**config.mk**
```make
export PLATFORM = sky130hd
export DESIGN_NAME = assembly_line_whitespace_normalizer
export DESIGN_NICKNAME = d
export VERILOG_FILES = /design/src/rtl/alwn_pkg.sv /design/src/rtl/assembly_line_whitespace_normalizer.sv /design/src/rtl/alwn_core.sv /design/src/rtl/alwn_outq.sv
export SDC_FILE = /design/constraint.sdc
export NUM_CORES = 1
export LEC_CHECK = 0
export ABC_AREA = 1
export BUFFER_PORTS_ARGS = -buffer_cell sky130_fd_sc_hd__buf_2
export CAP_MARGIN = 20
export CORE_MARGIN = 2
export CORE_UTILIZATION = 35
export DETAILED_ROUTE_END_ITERATION = 8
export GPL_TIMING_DRIVEN = 1
export HOLD_SLACK_MARGIN = 0.08
export SKIP_CTS_REPAIR_TIMING = 1
export SLEW_MARGIN = 40
export SYNTH_ARGS = -nofsm -noshare
export SYNTH_HDL_FRONTEND = slang
export SYNTH_SLANG_ARGS = --single-unit
export TNS_END_PERCENT = 100
```
**constraint.sdc**
```tcl
create_clock -name clk -period 3.7 [get_ports clk]
set_clock_uncertainty 0.1 [all_clocks]
set_input_delay 0.555 -clock clk [delete_from_list [all_inputs] [get_ports clk]]
set_output_delay 0.555 -clock clk [all_outputs]
set_load 0.03 [all_outputs]
```
**src/rtl/alwn_pkg.sv**
```systemverilog
// Package for the assembly line whitespace normaliser.
// Holds byte codes, the result record and the core-to-queue push record.
// No dependencies.
package alwn_pkg;

  localparam logic [7:0] BYTE_COMMA   = 8'h2C;
  localparam logic [7:0] BYTE_QUOTE   = 8'h22;
  localparam logic [7:0] BYTE_LPAREN  = 8'h28;
  localparam logic [7:0] BYTE_RPAREN  = 8'h29;
  localparam logic [7:0] BYTE_BSLASH  = 8'h5C;
  localparam logic [7:0] BYTE_SPACE   = 8'h20;
  localparam logic [7:0] BYTE_TAB     = 8'h09;
  localparam logic [7:0] BYTE_CR      = 8'h0D;
  localparam logic [7:0] COMMENT_RST  = 8'h23;

  localparam int QDEPTH = 4;
  localparam int QAW    = $clog2(QDEPTH);

  typedef struct packed {
    logic [7:0] out_char;
    logic       char_valid;
    logic       line_end;
    logic       line_dropped;
  } res_t;

  typedef struct packed {
    logic [1:0] n;
    res_t       r0;
    res_t       r1;
  } push_t;

endpackage

```
**src/rtl/assembly_line_whitespace_normalizer.sv**
```systemverilog
// Normalises one assembly source line, one byte per input transfer: outside
// strings, blanks and commas fold to a single space that is sent only when a
// later byte needs it; a comment byte (register, reset '#') drops the rest of
// the line; quotes get a separating space. A byte gives zero, one or two
// results, and the final byte of a line always gives at least one, carrying
// tlast. Input is taken every cycle while the four-entry result queue holds
// two results or fewer, so plain bytes stream at one per cycle. A byte that
// yields two results needs an output transfer for each; with the output always
// ready the queue absorbs one such surplus, and each further one stalls the
// input until an entry drains, unless bytes that yield nothing (folded blanks,
// comment bytes) have made up the time. With the queue empty, a transfer's
// first result is offered in the cycle after it.
// Depends on alwn_pkg, alwn_core and alwn_outq.
module assembly_line_whitespace_normalizer (
  input  logic       clk,
  input  logic       rst_n,
  input  logic       cfg_wr_en,
  input  logic [7:0] cfg_wr_data,   // comment_char
  input  logic       in_tvalid,
  output logic       in_tready,
  input  logic [7:0] in_tdata,      // [7:0] ch
  input  logic       in_tlast,      // line_last
  output logic       out_tvalid,
  input  logic       out_tready,
  output logic [7:0] out_tdata,     // [7:0] out_char
  output logic [1:0] out_tuser,     // [0] char_valid, [1] line_dropped
  output logic       out_tlast      // line_end
);

  alwn_pkg::push_t push;
  alwn_pkg::res_t  res;
  logic            acc;

  assign acc = in_tvalid && in_tready;

  alwn_core u_core (
    .clk         (clk),
    .rst_n       (rst_n),
    .cfg_wr_en   (cfg_wr_en),
    .cfg_wr_data (cfg_wr_data),
    .acc         (acc),
    .ch          (in_tdata),
    .line_last   (in_tlast),
    .push        (push)
  );

  alwn_outq u_outq (
    .clk       (clk),
    .rst_n     (rst_n),
    .push_en   (acc),
    .push      (push),
    .room      (in_tready),
    .out_valid (out_tvalid),
    .out_ready (out_tready),
    .out_res   (res)
  );

  assign out_tdata = res.out_char;
  assign out_tuser = {res.line_dropped, res.char_valid};
  assign out_tlast = res.line_end;

endmodule

```
**src/rtl/alwn_core.sv**
```systemverilog
// Normaliser core: line state flags, comment byte register and the
// per-byte decision logic. Produces up to two results per transfer.
// Depends on alwn_pkg.
module alwn_core (
  input  logic                 clk,
  input  logic                 rst_n,
  input  logic                 cfg_wr_en,
  input  logic [7:0]           cfg_wr_data,
  input  logic                 acc,
  input  logic [7:0]           ch,
  input  logic                 line_last,
  output alwn_pkg::push_t      push
);

  logic [7:0] comment_r;
  logic after_space_r, space_pending_r, inside_string_r;
  logic last_bs_r, in_comment_r, emitted_r;
  logic after_space_nxt, space_pending_nxt, inside_string_nxt;
  logic last_bs_nxt, in_comment_nxt, emitted_nxt;
  logic emit_sp, emit_c, blank, esc_q, next_bs;

  always_ff @(posedge clk) begin
    if (!rst_n) begin
      comment_r       <= alwn_pkg::COMMENT_RST;
      after_space_r   <= 1'b1;
      space_pending_r <= 1'b0;
      inside_string_r <= 1'b0;
      last_bs_r       <= 1'b0;
      in_comment_r    <= 1'b0;
      emitted_r       <= 1'b0;
    end else begin
      if (cfg_wr_en) begin
        comment_r <= cfg_wr_data;
      end
      if (acc) begin
        after_space_r   <= after_space_nxt;
        space_pending_r <= space_pending_nxt;
        inside_string_r <= inside_string_nxt;
        last_bs_r       <= last_bs_nxt;
        in_comment_r    <= in_comment_nxt;
        emitted_r       <= emitted_nxt;
      end
    end
  end

  always_comb begin
    blank   = (ch inside {alwn_pkg::BYTE_COMMA, alwn_pkg::BYTE_SPACE,
                          [alwn_pkg::BYTE_TAB:alwn_pkg::BYTE_CR]});
    esc_q   = (ch == alwn_pkg::BYTE_QUOTE) && last_bs_r;
    next_bs = (ch == alwn_pkg::BYTE_BSLASH) && !last_bs_r;

    emit_sp           = 1'b0;
    emit_c            = 1'b0;
    after_space_nxt   = after_space_r;
    space_pending_nxt = space_pending_r;
    inside_string_nxt = inside_string_r;
    last_bs_nxt       = last_bs_r;
    in_comment_nxt    = in_comment_r;

    if (!in_comment_r) begin
      if (inside_string_r) begin
        emit_c = 1'b1;
        if (ch == alwn_pkg::BYTE_QUOTE && !esc_q) begin
          inside_string_nxt = 1'b0;
          space_pending_nxt = 1'b1;
          after_space_nxt   = 1'b1;
        end else begin
          after_space_nxt = 1'b0;
        end
        last_bs_nxt = next_bs;
      end else if (blank) begin
        if (!after_space_r) begin
          space_pending_nxt = 1'b1;
          after_space_nxt   = 1'b1;
        end
        last_bs_nxt = 1'b0;
      end else if (ch == comment_r) begin
        in_comment_nxt    = 1'b1;
        space_pending_nxt = 1'b0;
      end else if (ch == alwn_pkg::BYTE_QUOTE && !esc_q) begin
        emit_sp           = space_pending_r || !after_space_r;
        emit_c            = 1'b1;
        space_pending_nxt = 1'b0;
        after_space_nxt   = 1'b0;
        inside_string_nxt = 1'b1;
        last_bs_nxt       = 1'b0;
      end else if (ch == alwn_pkg::BYTE_LPAREN || ch == alwn_pkg::BYTE_RPAREN) begin
        space_pending_nxt = 1'b0;
        emit_c            = 1'b1;
        after_space_nxt   = 1'b1;
        last_bs_nxt       = 1'b0;
      end else begin
        emit_sp           = space_pending_r;
        space_pending_nxt = 1'b0;
        emit_c            = 1'b1;
        after_space_nxt   = 1'b0;
        last_bs_nxt       = next_bs;
      end
    end

    emitted_nxt = emitted_r || emit_c;

    // first and second result slots
    push.r0.out_char     = emit_sp ? alwn_pkg::BYTE_SPACE : ch;
    push.r0.char_valid   = 1'b1;
    push.r0.line_end     = 1'b0;
    push.r0.line_dropped = 1'b0;
    push.r1.out_char     = ch;
    push.r1.char_valid   = 1'b1;
    push.r1.line_end     = line_last;
    push.r1.line_dropped = 1'b0;
    push.n               = {1'b0, emit_sp} + {1'b0, emit_c};

    if (line_last) begin
      if (!emit_c) begin
        // nothing emitted on the final byte: bare line-end marker
        push.n               = 2'd1;
        push.r0.out_char     = 8'h00;
        push.r0.char_valid   = 1'b0;
        push.r0.line_end     = 1'b1;
        push.r0.line_dropped = !emitted_r;
      end else if (!emit_sp) begin
        push.r0.line_end = 1'b1;
      end
      after_space_nxt   = 1'b1;
      space_pending_nxt = 1'b0;
      inside_string_nxt = 1'b0;
      last_bs_nxt       = 1'b0;
      in_comment_nxt    = 1'b0;
      emitted_nxt       = 1'b0;
    end
  end

endmodule

```
**src/rtl/alwn_outq.sv**
```systemverilog
// Result queue: four-entry register queue taking up to two results per
// cycle and releasing one per output transfer. Depends on alwn_pkg.
module alwn_outq (
  input  logic              clk,
  input  logic              rst_n,
  input  logic              push_en,
  input  alwn_pkg::push_t   push,
  output logic              room,
  output logic              out_valid,
  input  logic              out_ready,
  output alwn_pkg::res_t    out_res
);

  alwn_pkg::res_t mem_r [alwn_pkg::QDEPTH];
  logic [alwn_pkg::QAW-1:0] wp_r, rp_r, wp_nxt, rp_nxt, wp1;
  logic [alwn_pkg::QAW:0]   cnt_r, cnt_nxt;
  logic [1:0]               nin;
  logic                     pop;

  assign nin       = push_en ? push.n : 2'd0;
  assign pop       = out_valid && out_ready;
  assign wp1       = wp_r + 1'b1;
  assign out_valid = (cnt_r != '0);
  assign out_res   = mem_r[rp_r];
  assign room      = (cnt_r <= (alwn_pkg::QAW+1)'(alwn_pkg::QDEPTH - 2));

  always_comb begin
    wp_nxt  = wp_r + alwn_pkg::QAW'(nin);
    rp_nxt  = rp_r + alwn_pkg::QAW'(pop);
    cnt_nxt = cnt_r + (alwn_pkg::QAW+1)'(nin) - (alwn_pkg::QAW+1)'(pop);
  end

  always_ff @(posedge clk) begin
    if (!rst_n) begin
      wp_r  <= '0;
      rp_r  <= '0;
      cnt_r <= '0;
    end else begin
      wp_r  <= wp_nxt;
      rp_r  <= rp_nxt;
      cnt_r <= cnt_nxt;
    end
  end

  always_ff @(posedge clk) begin
    if (nin != 2'd0) begin
      mem_r[wp_r] <= push.r0;
    end
    if (nin == 2'd2) begin
      mem_r[wp1] <= push.r1;
    end
  end

endmodule

```
Word-level counts from Yosys, hierarchy flattened
Memory sizes are Yosys's and may differ from the RTL's. A register that Yosys moved wholly into a read port is not among the register bits.
Cells that the tools add are included.

cells by class
  add/subtract/negate cells = 6
  multipliers = 0
  divide/modulo/power cells = 0
  $lt $le $gt $ge = 3
  eq/ne operators = 12
  shift operators = 0
  mux-type cells = 55
  bitwise operators = 0
  reductions and logical operators = 19

operators by type and width
  kind                  count
  $mux W1               50
  $eq A8 B6 Y1 const B  5
  $mux W13              1
  $mux W11              1
  $eq A8 B7 Y1 const B  1
  $eq A8 B8 Y1          1
  $ge A8 B4 Y1 const B  1
  $le A8 B4 Y1 const B  1
  $mux W8               1
  $logic_and A1 B1 Y1   6
  $reduce_bool A3 Y1    2
  $logic_not A1 Y1      4
  $mux W2               2
  $ne A4 B2 Y1 const B  1
  $ne A4 B4 Y1 const B  1
  $reduce_and A4 Y1     1
  $add A3 B2 Y3         1
  $le A3 B2 Y1 const B  1
  $logic_or A1 B1 Y1    3
  $ne A3 B3 Y1 const B  1
  $reduce_and A3 Y1     1
  $sub A3 B1 Y3         1
  $add A1 B1 Y2         1
  $add A2 B1 Y2         1
  other kinds (6)       6

storage, ports and cells
  flip-flop bits (word level) = 21
  bits in latches = 0
  RAM bits = 44
  memory bits (read-only) = 0
  output and inout bits = 13
  memories kept = 1

memories
  name          depth  bits a word  rd ports  clocked after Yosys merged registers in  wr ports  line             RTL
  u_outq.mem_r  4      11           1         1                                        2         alwn_outq.sv:14  alwn_pkg::res_t mem_r [alwn_pkg::QDEPTH];

Longest topological paths before layout
Gate-level depths: netlist of run 1.

  depth in word-level cells = 16
  gate-level depth with buffers = 21

Modules after synthesis
A second synthesis of run 1 with hierarchy kept.

second synthesis, totals
  cells, all modules = 484
  area total of the unflattened synthesis = 3,938.8 µm²

by module, submodules not included
  module                               times used  cells each  area an instance (µm²)  seq. area each (µm²)
  alwn_outq                            1           280         2,740.1                 1,461.4
  alwn_core                            1           202         1,191.1                 280.3
  assembly_line_whitespace_normalizer  1           2           7.5                     0.0

Least setup slack after synthesis of run 1
OpenSTA, ideal clock, no wires.

  path kind = input to register
  start point = input port in_tdata[7]
  end point = register u_outq.cnt_r[2] in the netlist's numbering
  arrival time = 2,791 ps
  data required time = 3,483 ps
  setup slack = 692 ps
  stages = 17
  buffers on the path = 1
  path through = buf_6 -> inv_1 -> nand2_1 -> nor2_2 -> nand4_2 -> o21bai_1 -> inv_1 -> nor2_4 -> ha_1 -> inv_1 -> nor2_1 -> inv_1 -> ha_1 -> fa_1 -> xor2_1 -> inv_1 -> nor2_1

between the ends
  word-level cells in the longest chain between the ends = 15
  elaborated cells on any way between the ends = 30
  classes of those cells = add/sub (3); order compare (2); eq/ne (6); mux (13); reduce/logical (6)

ends and longest elaborated chain
  what                                                                   line                                       RTL
  start, declared                                                        assembly_line_whitespace_normalizer.sv:21  input logic [7:0] in_tdata,
  parallel branches: the longest is 11 deep, another holds $ge A8 B4 Y1  --
  $mux W13 (*)                                                           alwn_core.sv:114                           if (line_last) begin
  $mux W2 (*)                                                            alwn_outq.sv:20                            assign nin = push_en ? push.n : 2'd0;
  $add A3 B2 Y3 (*)                                                      alwn_outq.sv:30                            cnt_nxt = cnt_r + (alwn_pkg::QAW+1)'(nin) - (alwn_pkg::QAW+1)'(pop);
  $sub A3 B1 Y3 (*)                                                      alwn_outq.sv:30
  end signal, assigned                                                   alwn_outq.sv:41                            cnt_r <= cnt_nxt;
  end, declared                                                          alwn_outq.sv:16                            logic [alwn_pkg::QAW:0] cnt_r, cnt_nxt;

Mark *: on every way between the ends.
A chain may end at the register's enable or synchronous reset.

Worst setup path in the final report of run 1
  start point = input port in_tdata[4]
  end point = register u_outq.cnt_r[2] in the netlist's numbering

Same word-level chain as after synthesis.

==> results of run 1 <==
-- per-layer routing --
layer | vias up | global-route usage, % | routed length (um) | share of wire, %
met3 | 10 | 3.556 | 443 | 5.1
met1 | 1403 | 22.68 | 4233 | 48
met4 | 0 | 5.639 | 128 | 1.5
li1 | 1581 | - | - | -
met2 | 99 | 26.27 | 3931 | 45
met5 | - | 0 | 0 | 0
-- state kept, by name, summed over array words and instances (netlist names) --
| register | flops |
|---|---|
| u_core.in_comment_r | 1 |
| u_core.space_pending_r | 1 |
| u_core.inside_string_r | 1 |
| u_core.after_space_r | 1 |
| u_outq.rp_r | 2 |
| u_outq.mem_r | 44 |
| u_outq.wp_r | 2 |
| u_outq.cnt_r | 3 |
| u_core.last_bs_r | 1 |
| u_core.comment_r | 8 |
| u_core.emitted_r | 1 |
-- cells by family (layout without fill, tap and decap cells) --
group | count (synthesis) | count (layout) | synth area share (%)
AO/OA/AOI/OAI | 80 | 80 | 12.36
XOR/XNOR | 9 | 9 | 2.170
adder cells (fa/ha/maj) | 8 | 8 | 2.961
buffers and inverters | 65 | 99 | 8.505
flip-flops | 65 | 65 | 45.73
AND/OR/NAND/NOR | 234 | 234 | 28.27
-- final timing paths --
check | from | cells after the start | endpoint
setup / recovery | in_tdata[4] | 17 | u_outq.cnt_r[2]
hold reg to reg | u_core.emitted_r | 2 | u_core.emitted_r
hold / removal | cfg_wr_data[5] | 3 | u_core.comment_r[5]
setup reg to reg | u_core.comment_r[1] | 17 | u_outq.mem_r[0][5]
-- per-stage QoR --
step	utilization [%]	instance area [um2]	std cells	hold WS, ns
2_1_floorplan	-	3633	461	0.3338
3_3_place_gp	37.90	3860	615	0.3479
3_5_place_dp	37.90	3860	615	0.3489
4_1_cts	39.50	4023	631	0.3171
5_1_grt	39.50	4023	631	0.3422
6_report	39.50	4023	631	0.3172
-- Yosys cell counts, drive strengths merged --
| library cell | instances |
|---|---|
| nor4 | 1 |
| nor3b | 1 |
| edfxtp | 36 |
| clkbuf | 8 |
| clkinv | 3 |
| fa | 1 |
| inv | 43 |
| buf | 11 |
| nor3 | 3 |
| o22ai | 15 |
| nand4 | 3 |
| dfxtp | 29 |
| nand3 | 38 |
| or2 | 1 |
| xnor2 | 8 |
| nor2 | 64 |
| o21ai | 38 |
| a21oi | 24 |
| ha | 7 |
| xor2 | 1 |
| nand2 | 123 |
| o21bai | 2 |
| a21boi | 1 |
-- area by class of cell --
type / count / area (um2) / area share [%]
multi-input combinational: 331 / 1663 / 41.34
sequential: 65 / 1662 / 41.31
timing repair buffer: 37 / 192.7 / 4.790
inverter: 46 / 172.7 / 4.292
tap: 136 / 170.2 / 4.230
clock buffer: 10 / 127.6 / 3.173
clock inverter: 6 / 35.03 / 0.8709
-- critical path, cell delays in order --
cell	delay (ns)
buf_2	0.15
inv_2	0.11
nand2_2	0.06
nor2_2	0.15
nand4_2	0.11
o21bai_1	0.14
inv_1	0.08
nor2_4	0.23
ha_1	0.19
inv_1	0.05
nor2_1	0.17
inv_1	0.09
ha_1	0.30
fa_1	0.43
xor2_1	0.17
inv_1	0.06
nor2_1	0.03
-- power by group through the flow --
| stage | logic [W] | registers, W | clock network (W) |
|---|---|---|---|
| floorplan | 0.000725 | 0.000987 | 0 |
| global placement | 0.000936 | 0.00101 | 0 |
| detailed placement | 0.000951 | 0.00101 | 0 |
| CTS | 0.000954 | 0.000994 | 0.000528 |
| global route | 0.00106 | 0.00101 | 0.000553 |
| finish | 0.000942 | 0.000994 | 0.000523 |
==> run summary, run 1 <==
DR DRC count = 0
CP Class = in2reg
Pwr Total = 0.002459 W
Layout filler cell count = 1,063
Mapped cell area = 0.003633 mm2
Pwr per Cell Area = 611.3 mW/mm2
# setup viols final = 0
Synth Register Bits = 65
Routed Antenna Nets = 0
Max-slew violations = 0
# H-tree levels = 3
Initial DRC count = 302
Max FO, Critical Path = 10
Clock power frac = 21.3%
Nets@finish = 520
Hold Path Class = in2reg
RSZ-0062 raised after global routing = false
Fin worst setup slack = 0.7376 ns
Critical path arrival = 3.09 ns
GRT overflow = 0
TNS Setup = 0 ns
Initial Utilization = 35.68%
Overall routing resource usage = 16.63%
Routed WL = 8.736 mm
Post-synth top area share = 29.75%
DR pass1 iterations = 5
Crit. End Element = register
Tmin final = 2.962 ns
PortBufs = 34
# diodes = 0
Worst Tran Pin Value = 0.6335 ns
Clk slew on worst S/H paths = 0.08 ns
Pleak = 1.719 nW
Die Ht = 105.9 um
IO Count = 35
Synth Warn # = 0
Clk buf depth = 2
Final critical-path share of the clock period = 80.07%
Number of global-route vias before repair = 2,962
Yosys cell types = 35
Mapped Cells = 461
Register area share after synthesis = 45.73%
Num CTS Buffers = 9
Internal Power = 0.001446 W
Max-cap violations = 0
Comb power frac = 38.3%
Largest net degree at the start of global routing = 33
Most frequent cells in the layout = nand2_1 (113), nor2_1 (58), nand3_1 (37)
Routed len/inst = 13.84 um
Layout cells sized above 1 = 17.37%
Slew HR = 57.72%
Sequential Power Share = 40.4%
Die width = 105.9 um
TritonCTS Sinks = 65
First-pass GRT wire length = 14.64 mm
CP Data Required Time = 3.83 ns
# rows = 37
Setup slack at placement = 0.3600 ns
Switching Fraction = 41.19%
Top post-synthesis cells by area = edfxtp_1 (30%), dfxtp_1 (16%), nand2_1 (12%), nor2_1 (6.0%), nand3_1 (5.1%)
Area grow syn2layout = 10.71%
Root buffer cell = clkbuf_8
Most common cell after layout, fill and taps aside = nand2_1
Die area = 0.01121 mm2
Average size of a mapped cell = 7.882 um2
Status = finished clean
Dpl hpwl = 6.506 mm
Vias/cell = 4.902
Reg2Reg Setup Slack = 0.91 ns
NetSw = 0.001013 W
Core area = 0.01018 mm2
Peak Freq = 337.6 MHz
Worst VDD drop = 234.5 uV
Yosys top cell by area = edfxtp_1
Startpoint Class = input port
CTS tree = built
Initial antenna violation count = 0
Hold Vio Cnt, Final = 0
Clock latency on the worst-skew pair = 0.35 ns
Total number of vias = 3,093
Post-Syn Nets = 491
GP Congestion = 0.8634
(Power assumes the default switching activity.)
==> inputs of run 2 (changes only) <==
==> constraint.sdc (replaced) <==
create_clock -name clk -period 2.49 [get_ports clk]
set_clock_uncertainty 0.1 [all_clocks]
set_input_delay 0.3735 -clock clk [delete_from_list [all_inputs] [get_ports clk]]
set_output_delay 0.3735 -clock clk [all_outputs]
set_load 0.03 [all_outputs]
==> run 2 against run 1 <==
Critical path depth stayed put. Critical endpoint is now u_outq.mem_r[0][10]. Largest cell class unchanged. Clock power is 53% higher. The run now ends with setup timing left. Routed wire length is 11% higher. Critical path type is now reg2reg.
==> run summary, run 2 (synthesis gave the netlist of run 1 again) <==
Critical path arrival = 2.50 ns
Critical path depth = 17
Register with the highest flop count = u_outq.mem_r
Wl on met1 = 4.480 mm
Most frequent cells in the layout = nand2_1 (101), nor2_1 (54), buf_4 (53)
Sequential Power Share = 37.9%
Die Ht = 105.9 um
Layout filler cell count = 1,015
Multi-input logic area = 0.001858 mm2
Reg2Reg Setup Slack = -0.02 ns
Pleak = 2.031 nW
Dpl hpwl = 6.856 mm
Total number of vias = 3,309
Slowest cell on crit path = dfxtp_1
Hold_ws = 0.1369 ns
Wire length on met3 = 556 um
Clock latency on the worst-skew pair = 0.35 ns
Routed WL = 9.680 mm
Routed Antenna Nets = 0
Status = complete, but fails checks
NetSw = 0.001618 W
GP Congestion = 0.8510
Worst R2R End = u_outq.mem_r[0][10]
Max-slew violations = 0
Core area = 0.01018 mm2
Nets@finish = 573
CP startpoint = u_core.comment_r[6]
CP bufs+invs = 3
Failing checks = setup timing
IO Count = 35
Vias/cell = 4.838
RSZ-0062 raised after global routing = true
Initial Utilization = 35.68%
PortBufs = 34
Area grow syn2layout = 27.75%
Cells on worst reg2reg path = 17
Startpoint Class = register
GRT overflow = 0
Final Util = 45.58%
# rows = 37
Switching Fraction = 41.43%
First-pass GRT wire length = 15.46 mm
Most used cell, CP = nand2_4
CP Class = reg2reg
Worst setup path endpoint = u_outq.mem_r[0][10]
Internal Power = 0.002286 W
Root buffer cell = clkbuf_8
Peak Freq = 398.8 MHz
Final Non-Filler Cells = 684
Initial antenna violation count = 0
Crit. End Element = register
CP cell instances = xnor2_1 -> nand2_1 -> nor2_2 -> nand2_2 -> nand2_2 -> nand2_4 -> nand2_4 -> inv_4 -> ha_4 -> nand2_4 -> a21oi_4 -> nor2_1 -> inv_2 -> nand2_4 -> inv_6 -> nand3_1 -> nand2_1
Number of global-route vias before repair = 3,126
DR DRC count = 0
# setup viols final = 3
Die width = 105.9 um
# diodes = 0
Final critical-path share of the clock period = 100.7%
Clk slew on worst S/H paths = 0.07 ns
Clock power frac = 20.4%
CTS tree = built
DR top layer = met4
Max FFs per register = 44
Largest net degree at the start of global routing = 33
Worst VDD drop = 397.0 uV
Overall routing resource usage = 17.39%
Initial DRC count = 207
Clk buf depth = 2
Worst Tran Pin Value = 0.6391 ns
TNS Setup = -0.03500 ns
Comb power frac = 41.7%
Most common cell after layout, fill and taps aside = nand2_1
Met2 wire length = 4.459 mm
TritonCTS Sinks = 65
FF-to-FF Start = u_core.comment_r[6]
Pwr per Cell Area = 841.0 mW/mm2
Largest registers = u_outq.mem_r (44), u_core.comment_r (8), u_outq.cnt_r (3)
Die area = 0.01121 mm2
Worst path top cell family by delay = simple AND/OR/NAND/NOR gates
Fin worst setup slack = -0.01727 ns
Routed len/inst = 14.15 um
Hold Vio Cnt, Final = 0
Max FO, Critical Path = 10
Tmin final = 2.507 ns
Hold Path Class = in2reg
Total placed cells including tap cells = 662
Slew HR = 57.35%
CP Data Required Time = 2.48 ns
Layout cells sized above 1 = 33.21%
DR pass1 iterations = 5
Max-cap violations = 0
Register area = 0.001669 mm2
Max incr delay on CP = 0.32 ns
# H-tree levels = 3
Num CTS Buffers = 9
-- run 2: changes by cell type in the layout (fill, tap and decap cells not counted), sizes merged --
| cell | change |
|---|---|
| buf | +51 |
| clkbuf | -1 |
| clkinv | -2 |
| clkinvlp | +2 |
| inv | +1 |
| nand2 | +2 |
-- run 2: power groups by stage --
stage	Combinational, W	Clock, W	Sequential (W)
after detailed placement	0.00154	0	0.00150
after floorplan	0.00113	0	0.00147
after CTS	0.00155	0.000812	0.00148
final	0.00163	0.000798	0.00148
after global placement	0.00152	0	0.00149
after global routing	0.00180	0.000863	0.00150
-- run 2: layer usage --
layer,up-vias,track usage [%]
met5,-,0
met4,0,6.015
met3,17,3.004
met2,112,27.74
met1,1492,23.89
li1,1688,-
-- run 2: layout make-up --
type / instances / area share, %
clock buffers: 9 / 2.668
clock inverters: 7 / 0.9973
inverters: 46 / 4.205
multi-input cells: 333 / 40.03
flip-flops and latches: 65 / 35.96
well taps: 136 / 3.666
repair buffers: 88 / 12.48
-- run 2: worst min path at each step --
stage                        from                  end  slack [ns]  cells past startpoint
2_1_floorplan    u_core.emitted_r     u_core.emitted_r        0.33                      2
3_3_place_gp   u_outq.mem_r[1][2]   u_outq.mem_r[1][2]        0.34                      2
3_5_place_dp     u_core.emitted_r     u_core.emitted_r        0.35                      2
4_1_cts            cfg_wr_data[0]  u_core.comment_r[0]        0.13                      3
5_1_grt            cfg_wr_data[0]  u_core.comment_r[0]        0.14                      3
6_report           cfg_wr_data[5]  u_core.comment_r[5]        0.14                      3
-- run 2: metrics by stage --
| step | cell area (um2) | setup WS (ns) | power (W) |
|---|---|---|---|
| 3_3_place_gp | 4310 | -0.3451 | 0.003016 |
| 5_1_grt | 4642 | -0.1571 | 0.004163 |
| 2_1_floorplan | 3759 | -0.1656 | 0.002593 |
| 3_5_place_dp | 4310 | -0.4178 | 0.003041 |
| 6_report | 4642 | -0.01727 | 0.003904 |
| 4_1_cts | 4481 | -0.2242 | 0.003834 |
-- run 2: worst min-delay path, stage by stage --
cell     delay, ns
buf_2         0.07
nand2_1       0.04
nand3_1       0.06
